### src/rtl/rbpd_pkg.sv
// ----------------------------------------------------------------------------
// rbpd_pkg
// Shared types, codes and arithmetic helpers for the RGBA block palette
// decoder.
// ----------------------------------------------------------------------------
package rbpd_pkg;

	// block queue between the front and back parts
	localparam int QDEPTH = 2;
	localparam int QPTR_W = (QDEPTH > 1) ? $clog2(QDEPTH) : 1;
	localparam int QCNT_W = $clog2(QDEPTH + 1);

	// format word: extended form when bits 6:4 are all set
	localparam logic [6:0] EXT_MARK = 7'h70;

	// alpha mode select in the extended form (bits 1:0)
	localparam logic [1:0] ASEL_SPLIT  = 2'd1;
	localparam logic [1:0] ASEL_NIBBLE = 2'd2;

	// alpha mode used whenever the format does not give one
	localparam logic [3:0] ALPHA_MODE_DFLT = 4'd3;

	// palette size codes: n = 2 << code
	localparam logic [1:0] SZ_2  = 2'd0;
	localparam logic [1:0] SZ_4  = 2'd1;
	localparam logic [1:0] SZ_8  = 2'd2;
	localparam logic [1:0] SZ_16 = 2'd3;

	// reciprocals for truncating division by n-1 (exact for numerators < 4096)
	localparam logic [24:0] RECIP_3  = 25'd2731; // >> 13
	localparam logic [24:0] RECIP_7  = 25'd4682; // >> 15
	localparam logic [24:0] RECIP_15 = 25'd4370; // >> 16

	localparam logic [3:0] LAST_POS = 4'd15;

	// index selection, mode bits 3:2
	typedef enum logic [1:0] {
		SEL_BLOCK4 = 2'd0, // 4-entry palette, one index for the block
		SEL_BLOCK  = 2'd1, // one index for the block
		SEL_QUAD   = 2'd2, // one index per 2x2 quad
		SEL_PIXEL  = 2'd3  // one index per pixel
	} sel_t;

	typedef struct packed {
		sel_t       sel;
		logic [1:0] szc;
	} mode_t;

	typedef struct packed {
		mode_t        cmode;
		mode_t        amode;
		logic [31:0]  ep_a;
		logic [31:0]  ep_b;
		logic [63:0]  cidx;
		logic [63:0]  aidx;
	} block_t;

	typedef struct packed {
		logic              valid;
		logic              full;
		logic [QCNT_W-1:0] count;
	} q_stat_t;

	function automatic mode_t mode_decode(input logic [3:0] m);
		mode_t r;
		r.sel = sel_t'(m[3:2]);
		r.szc = (sel_t'(m[3:2]) == SEL_BLOCK4) ? SZ_4 : m[1:0];
		return r;
	endfunction

	// floor(num / (n-1)), result always fits in 8 bits
	function automatic logic [7:0] span_div(input logic [11:0] num,
	                                        input logic [1:0] szc);
		logic [24:0] prod;
		logic [7:0]  q;
		prod = '0;
		q    = num[7:0];
		case (szc)
			SZ_2: begin
				q = num[7:0];
			end
			SZ_4: begin
				prod = {13'd0, num} * RECIP_3;
				q    = prod[20:13];
			end
			SZ_8: begin
				prod = {13'd0, num} * RECIP_7;
				q    = prod[22:15];
			end
			SZ_16: begin
				prod = {13'd0, num} * RECIP_15;
				q    = prod[23:16];
			end
			default: begin
				q = num[7:0];
			end
		endcase
		return q;
	endfunction

endpackage

### src/rtl/rgba_block_palette_decoder_core.sv
// ----------------------------------------------------------------------------
// rgba_block_palette_decoder_core
// Decodes one encoded 4x4 endpoint-palette block into sixteen RGBA pixels.
// ----------------------------------------------------------------------------
// Each input transaction is one block; it produces sixteen output
// transactions, pixels 0..15 in raster order, last_pixel marking pixel 15.
// Throughput is one pixel per cycle while out_stall is low and a block is
// queued: the back part's pixel counter handles one pixel of the head block
// per cycle. The front decodes the format word and pushes the block into a
// two-entry queue; in_stall rises only when that queue is full, so the next
// block is taken while the current one is still being expanded. From the
// queue head, each pixel passes the numerator stage, then the divide-by-(n-1)
// stage, which is also the output register. out_stall holds the output
// register and any valid pixel behind it; nothing is dropped or repeated.
// ----------------------------------------------------------------------------
module rgba_block_palette_decoder_core (
	input  logic        clk,
	input  logic        arst_n,
	// block input
	input  logic        in_valid,
	output logic        in_stall,
	input  logic [23:0] format_word,
	input  logic [31:0] endpoint_a,
	input  logic [31:0] endpoint_b,
	input  logic [63:0] colour_indices,
	input  logic [63:0] alpha_indices,
	// pixel output
	output logic        out_valid,
	input  logic        out_stall,
	output logic [3:0]  pixel_position,
	output logic [7:0]  red,
	output logic [7:0]  green,
	output logic [7:0]  blue,
	output logic [7:0]  alpha,
	output logic        last_pixel
);
	import rbpd_pkg::*;

	block_t  front_blk;
	block_t  head_blk;
	q_stat_t qstat;
	logic    push;
	logic    pop;

	// front: format decode, packing
	rbpd_front u_front (
		.format_word    (format_word),
		.endpoint_a     (endpoint_a),
		.endpoint_b     (endpoint_b),
		.colour_indices (colour_indices),
		.alpha_indices  (alpha_indices),
		.blk            (front_blk)
	);

	// input transaction completes whenever the queue has room
	assign in_stall = qstat.full;
	assign push     = in_valid && !in_stall;

	rbpd_queue u_queue (
		.clk    (clk),
		.arst_n (arst_n),
		.push   (push),
		.din    (front_blk),
		.pop    (pop),
		.dout   (head_blk),
		.stat   (qstat)
	);

	// back: per-pixel index pick, interpolation, division
	rbpd_back u_back (
		.clk            (clk),
		.arst_n         (arst_n),
		.head           (head_blk),
		.head_valid     (qstat.valid),
		.pop            (pop),
		.out_valid      (out_valid),
		.out_stall      (out_stall),
		.pixel_position (pixel_position),
		.red            (red),
		.green          (green),
		.blue           (blue),
		.alpha          (alpha),
		.last_pixel     (last_pixel)
	);

	// queue never overfills
	a_q_bound: assert property (@(posedge clk) disable iff (!arst_n)
		qstat.count <= QCNT_W'(QDEPTH))
		else $error("block queue overfilled");

	// input is held off only when the queue is full
	a_stall_full: assert property (@(posedge clk) disable iff (!arst_n)
		in_stall |-> (qstat.count == QCNT_W'(QDEPTH)))
		else $error("input stalled with room in queue");

	// no pop from an empty queue
	a_pop_valid: assert property (@(posedge clk) disable iff (!arst_n)
		pop |-> qstat.valid)
		else $error("pop from empty block queue");

	// block end marker tracks the pixel number
	a_last: assert property (@(posedge clk) disable iff (!arst_n)
		out_valid |-> (last_pixel == (pixel_position == LAST_POS)))
		else $error("last_pixel out of step with pixel_position");

endmodule

### src/rtl/rbpd_front.sv
// ----------------------------------------------------------------------------
// rbpd_front
// Classifies an incoming block: decodes the format word into color and
// alpha modes and packs the block for the queue.
// ----------------------------------------------------------------------------
module rbpd_front (
	input  logic [23:0]     format_word,
	input  logic [31:0]     endpoint_a,
	input  logic [31:0]     endpoint_b,
	input  logic [63:0]     colour_indices,
	input  logic [63:0]     alpha_indices,
	output rbpd_pkg::block_t blk
);
	import rbpd_pkg::*;

	logic       ext;
	logic [3:0] cm;
	logic [3:0] am;

	assign ext = (format_word[6:0] & EXT_MARK) == EXT_MARK;

	always_comb begin
		cm = format_word[3:0];
		am = ALPHA_MODE_DFLT;
		if (ext) begin
			cm = format_word[15:12];
			case (format_word[1:0])
				ASEL_SPLIT:  am = {format_word[15:14], format_word[11:10]};
				ASEL_NIBBLE: am = format_word[11:8];
				default:     am = ALPHA_MODE_DFLT;
			endcase
		end
	end

	always_comb begin
		blk.cmode = mode_decode(cm);
		blk.amode = mode_decode(am);
		blk.ep_a  = endpoint_a;
		blk.ep_b  = endpoint_b;
		blk.cidx  = colour_indices;
		blk.aidx  = alpha_indices;
	end

endmodule

### src/rtl/rbpd_queue.sv
// ----------------------------------------------------------------------------
// rbpd_queue
// Short block queue between the front and back parts.
// ----------------------------------------------------------------------------
module rbpd_queue (
	input  logic              clk,
	input  logic              arst_n,
	input  logic              push,
	input  rbpd_pkg::block_t  din,
	input  logic              pop,
	output rbpd_pkg::block_t  dout,
	output rbpd_pkg::q_stat_t stat
);
	import rbpd_pkg::*;

	block_t              mem_q [QDEPTH];
	logic [QPTR_W-1:0]   wr_ptr_q;
	logic [QPTR_W-1:0]   rd_ptr_q;
	logic [QCNT_W-1:0]   cnt_q;

	function automatic logic [QPTR_W-1:0] ptr_next(input logic [QPTR_W-1:0] p);
		return (p == QPTR_W'(QDEPTH - 1)) ? '0 : p + 1'b1;
	endfunction

	always_ff @(posedge clk or negedge arst_n) begin
		if (!arst_n) begin
			wr_ptr_q <= '0;
			rd_ptr_q <= '0;
			cnt_q    <= '0;
		end else begin
			if (push)
				wr_ptr_q <= ptr_next(wr_ptr_q);
			if (pop)
				rd_ptr_q <= ptr_next(rd_ptr_q);
			if (push && !pop)
				cnt_q <= cnt_q + 1'b1;
			else if (pop && !push)
				cnt_q <= cnt_q - 1'b1;
		end
	end

	always_ff @(posedge clk) begin
		if (push)
			mem_q[wr_ptr_q] <= din;
	end

	assign dout       = mem_q[rd_ptr_q];
	assign stat.valid = cnt_q != '0;
	assign stat.full  = cnt_q == QCNT_W'(QDEPTH);
	assign stat.count = cnt_q;

endmodule

### src/rtl/rbpd_back.sv
// ----------------------------------------------------------------------------
// rbpd_back
// Pixel sequencer: walks the head block pixel by pixel, forms the palette
// numerators (s1), divides by n-1 (s2, output register).
// ----------------------------------------------------------------------------
module rbpd_back (
	input  logic             clk,
	input  logic             arst_n,
	input  rbpd_pkg::block_t head,
	input  logic             head_valid,
	output logic             pop,
	output logic             out_valid,
	input  logic             out_stall,
	output logic [3:0]       pixel_position,
	output logic [7:0]       red,
	output logic [7:0]       green,
	output logic [7:0]       blue,
	output logic [7:0]       alpha,
	output logic             last_pixel
);
	import rbpd_pkg::*;

	logic [3:0]  pix_q;
	logic        adv;
	logic        s1_ready;
	logic        s2_ready;

	logic        vld_s1;
	logic [3:0]  pos_s1;
	logic [11:0] num_s1 [4];
	logic [1:0]  csz_s1;
	logic [1:0]  asz_s1;

	logic        vld_s2;
	logic [3:0]  pos_s2;
	logic [7:0]  chan_s2 [4];

	logic [3:0]  ck;
	logic [3:0]  ak;
	logic [3:0]  cmask;
	logic [3:0]  amask;
	logic [11:0] num [4];

	function automatic logic [3:0] pick_entry(input sel_t sel, input logic [3:0] p);
		logic [3:0] e;
		case (sel)
			SEL_PIXEL: e = p;
			SEL_QUAD:  e = {2'b00, p[3], p[1]};
			default:   e = 4'd0;
		endcase
		return e;
	endfunction

	function automatic logic [3:0] size_mask(input logic [1:0] szc);
		logic [4:0] n;
		n = 5'd2 << szc;
		return 4'(n - 5'd1);
	endfunction

	// (n-1-k)*a + k*b, at most 15*255
	function automatic logic [11:0] numer(input logic [3:0] nm1, input logic [3:0] k,
	                                      input logic [7:0] a, input logic [7:0] b);
		logic [3:0] wa;
		wa = nm1 - k;
		return ({8'd0, wa} * {4'd0, a}) + ({8'd0, k} * {4'd0, b});
	endfunction

	assign s2_ready = !vld_s2 || !out_stall;
	assign s1_ready = !vld_s1 || s2_ready;
	assign adv      = head_valid && s1_ready;
	assign pop      = adv && (pix_q == LAST_POS);

	always_comb begin
		cmask = size_mask(head.cmode.szc);
		amask = size_mask(head.amode.szc);
		ck    = head.cidx[4 * pick_entry(head.cmode.sel, pix_q) +: 4] & cmask;
		ak    = head.aidx[4 * pick_entry(head.amode.sel, pix_q) +: 4] & amask;
		for (int c = 0; c < 3; c++)
			num[c] = numer(cmask, ck, head.ep_a[8*c +: 8], head.ep_b[8*c +: 8]);
		num[3] = numer(amask, ak, head.ep_a[31:24], head.ep_b[31:24]);
	end

	always_ff @(posedge clk or negedge arst_n) begin
		if (!arst_n) begin
			pix_q  <= '0;
			vld_s1 <= 1'b0;
			vld_s2 <= 1'b0;
		end else begin
			if (adv)
				pix_q <= pix_q + 1'b1;
			if (s1_ready)
				vld_s1 <= adv;
			if (s2_ready)
				vld_s2 <= vld_s1;
		end
	end

	always_ff @(posedge clk) begin
		if (adv) begin
			pos_s1 <= pix_q;
			csz_s1 <= head.cmode.szc;
			asz_s1 <= head.amode.szc;
			for (int c = 0; c < 4; c++)
				num_s1[c] <= num[c];
		end
		if (s2_ready && vld_s1) begin
			pos_s2 <= pos_s1;
			for (int c = 0; c < 3; c++)
				chan_s2[c] <= span_div(num_s1[c], csz_s1);
			chan_s2[3] <= span_div(num_s1[3], asz_s1);
		end
	end

	assign out_valid      = vld_s2;
	assign pixel_position = pos_s2;
	assign red            = chan_s2[0];
	assign green          = chan_s2[1];
	assign blue           = chan_s2[2];
	assign alpha          = chan_s2[3];
	assign last_pixel     = pos_s2 == LAST_POS;

endmodule
### config.mk
export PLATFORM = sky130hd
export DESIGN_NAME = rgba_block_palette_decoder_core
export DESIGN_NICKNAME = d
export VERILOG_FILES = /design/src/rtl/rbpd_pkg.sv /design/src/rtl/rgba_block_palette_decoder_core.sv /design/src/rtl/rbpd_front.sv /design/src/rtl/rbpd_queue.sv /design/src/rtl/rbpd_back.sv
export SDC_FILE = /design/constraint.sdc
export NUM_CORES = 2
export LEC_CHECK = 0
export ABC_AREA = 1
export BUFFER_PORTS_ARGS = -buffer_cell sky130_fd_sc_hd__buf_2
export CORE_ASPECT_RATIO = 0.8
export CORE_MARGIN = 5
export CORE_UTILIZATION = 30
export CTS_CLUSTER_DIAMETER = 200
export DETAILED_ROUTE_END_ITERATION = 6
export PLACE_DENSITY = 0.47
export SKIP_CTS_REPAIR_TIMING = 1
export SLEW_MARGIN = 40
export SYNTH_ARGS = -nofsm -noshare
export SYNTH_HDL_FRONTEND = slang
export SYNTH_SLANG_ARGS = --single-unit
### constraint.sdc
create_clock -name clk -period 10.05 [get_ports clk]
set_clock_uncertainty 0.05 [all_clocks]
set_input_delay 0.5025 -clock clk [delete_from_list [all_inputs] [get_ports clk]]
set_output_delay 0.5025 -clock clk [all_outputs]
set_load 0.1 [all_outputs]
==> results.toml <==
[status]
status = "complete, no violations"

[sta]
setup_violations = 0
hold_ws_ps = 44.1
finalCriticalPeriod_ps = 7980
hold_violations = 0
rsz0062_at_grt = "false"
clock.fmax_mhz = 125
min_period_over_period_pct = 79.4
slew_headroom_pct = 43.8
slew_violations = 0
tns_ps = 0
worst_pin_slew_ps = 841

[setup_path]
crit_top_cell = "nand2_1"
r2r-start = "u_queue.rd_ptr_q"
end_kind = "flop"
cpMaxStageDelayCell = "dfrtp_4"
slowest_delay_ps = 700
worstSetupPathType = "reg2reg"
start_kind = "flop"
crit_arrival_ps = 8310
critPathLaunch = "u_queue.rd_ptr_q"
cp.required_ps = 10390
worst-path-max-fanout = 39

[floorplanning]
start_util_pct = 30.2
die_y_um = 379
core_area_um2 = 169000
rows = 135
io_pins = 259
die_w_um = 471
die-area_um2 = 178000

[clock_tree]
h-tree-depth = 2
clk_pin_slew_worst_paths_ps = 60
clk_path_buf_depth = 3
cts.sinks = 502
cts_tree = "yes"
clk_latency_ps = 700
cts_root_buf = "clkbuf_16"
cts_buffers = 59

[global_route]
grt_pass1_vias = 37800
grtUsageTotal_pct = 16.0
grt_max_degree = 146
grt_pass1_wl_mm = 221
antenna_found_initial = 24
grt_overflow_total = 0

[finish]
nFillCells = 17500
fin_nets = 7486
syn_to_final_growth_pct = 15.0
finalNonFillerCells = 8368
fin_util_pct = 34.7
drive_gt1_share_pct = 6.99

[logic_synthesis]
synth_area_um2 = 51000
yosysSeqAreaShare_pct = 29.5
synth.most_common_cell = "inv_1"
synth_seq_cells = 502
ys_top_cells_by_count = "inv_1 (1169), nand2_1 (888), ha_1 (796)"
synth_top_area_cell = "edfxtp_1"
async_flop_share_pct = 1.99
synthTopCellsByArea = "edfxtp_1 (29%), ha_1 (20%), fa_1 (17%)"
synth_cells = 5611
postSynthAreaPerCell_um2 = 9.09
yosysWarnings = 0
synth_edf_count = 492
yosysUniqueCellTypes = 46
yosys.area.top_type_share_pct = 29.0
synth-main-ff-cell = "edfxtp_1"

[drt]
drt_first_pass_iters = 6
avgViaCountPerCell = 4.57
ant_nets = 0
vias = 38300
drt-initial-drc-count = 2171
drc = 0
routedWlPerCell_um = 17.3
wl_mm = 145

[min_path]
min_from = "colour_indices[24]"
holdCritPathClass = "in2reg"

[placed_design]
dp.cells = 8067
dp.final_hpwl_mm = 116
gp_congestion = 0.872
port_buffers = 249

[job]
max-cap-violations = 0
[routing by layer]
metal,track usage (%),vias to the layer above,share of wire (%)
met3,3.35,123,5.7
met1,23.0,18200,49
met4,3.38,14,1.6
met2,24.7,792,43
li1,-,19200,-
met5,0,-,0.063
[final timing paths]
path	endpoint	slack, ps	cells after the start
setup / recovery	u_back.num_s1[0][10]	2070	31
hold / removal	u_queue.mem_q[0][88]	40	1
setup reg to reg	u_back.num_s1[0][10]	2070	31
hold reg to reg	u_back.pixel_position[3]	370	0
max in group asynchronous	u_queue.rd_ptr_q	9490	2
min in group asynchronous	u_back.out_valid	200	2
[layout make-up]
type | instances | area, um^2 | share of cell area, %
timing repair buffer | 452 | 3310 | 5.64
inverter | 1174 | 4410 | 7.52
clock buffer | 68 | 1510 | 2.58
tap | 2260 | 2830 | 4.82
clock inverter | 41 | 435 | 0.743
antenna | 14 | 35.0 | 0.0597
multi-input combinational | 3857 | 31100 | 53.0
sequential | 502 | 15000 | 25.6
[sequential cells by signal, indices dropped and copies added, names as in the netlist]
register / cells
u_back.asz_s1: 2
u_back.out_valid: 1
u_back.chan_s2: 32
u_back.num_s1: 48
u_queue.cnt_q: 2
u_queue.wr_ptr_q: 1
u_queue.mem_q: 400
u_back.pos_s1: 4
u_back.pixel_position: 4
u_back.csz_s1: 2
u_queue.rd_ptr_q: 1
u_back.pix_q: 4
u_back.vld_s1: 1
[critical path: cells and delay by family (launching register included)]
family                   cells  cell delay (ps)
AND/OR/NAND/NOR             19             3120
adder cells (fa/ha/maj)      5             2460
buffers and inverters        5              870
flip-flops                   1              700
AO/OA/AOI/OAI                2              450
[logic make-up (layout without fill, tap and decap cells)]
| family | after synthesis | count (layout) | share of synthesized area [%] |
|---|---|---|---|
| mux | 76 | 76 | 1.49 |
| compound gates | 537 | 537 | 5.71 |
| fa+ha+maj | 1220 | 1220 | 36.2 |
| flops | 502 | 502 | 29.5 |
| buf+inv | 1255 | 1735 | 9.67 |
| simple gates | 1946 | 1946 | 16.2 |
| other cells | 1 | 18 | 0.00735 |
| xor+xnor | 74 | 74 | 1.27 |
[placed cells by master, fill, tap and decap left out, drive strengths merged, types with 177 or more instances in the layout]
cell type,instances
inv,1179
nand2,901
ha,796
edfxtp,492
nor2,492
fa,424
nand3,419
buf,275
a21oi,259
o21ai,190
dlygate4sd3,177
[stage by stage]
step | instance area, um^2 | setup WS, ps
after detailed placement | 54900 | 1810
final | 58600 | 2070
after CTS | 56800 | 1850
after global routing | 58600 | 1470
after global placement | 54800 | 1880
after floorplan | 51000 | 279
Power is not shown: default switching activity piles up to over one toggle a cycle in this logic, so the estimate is an artifact.
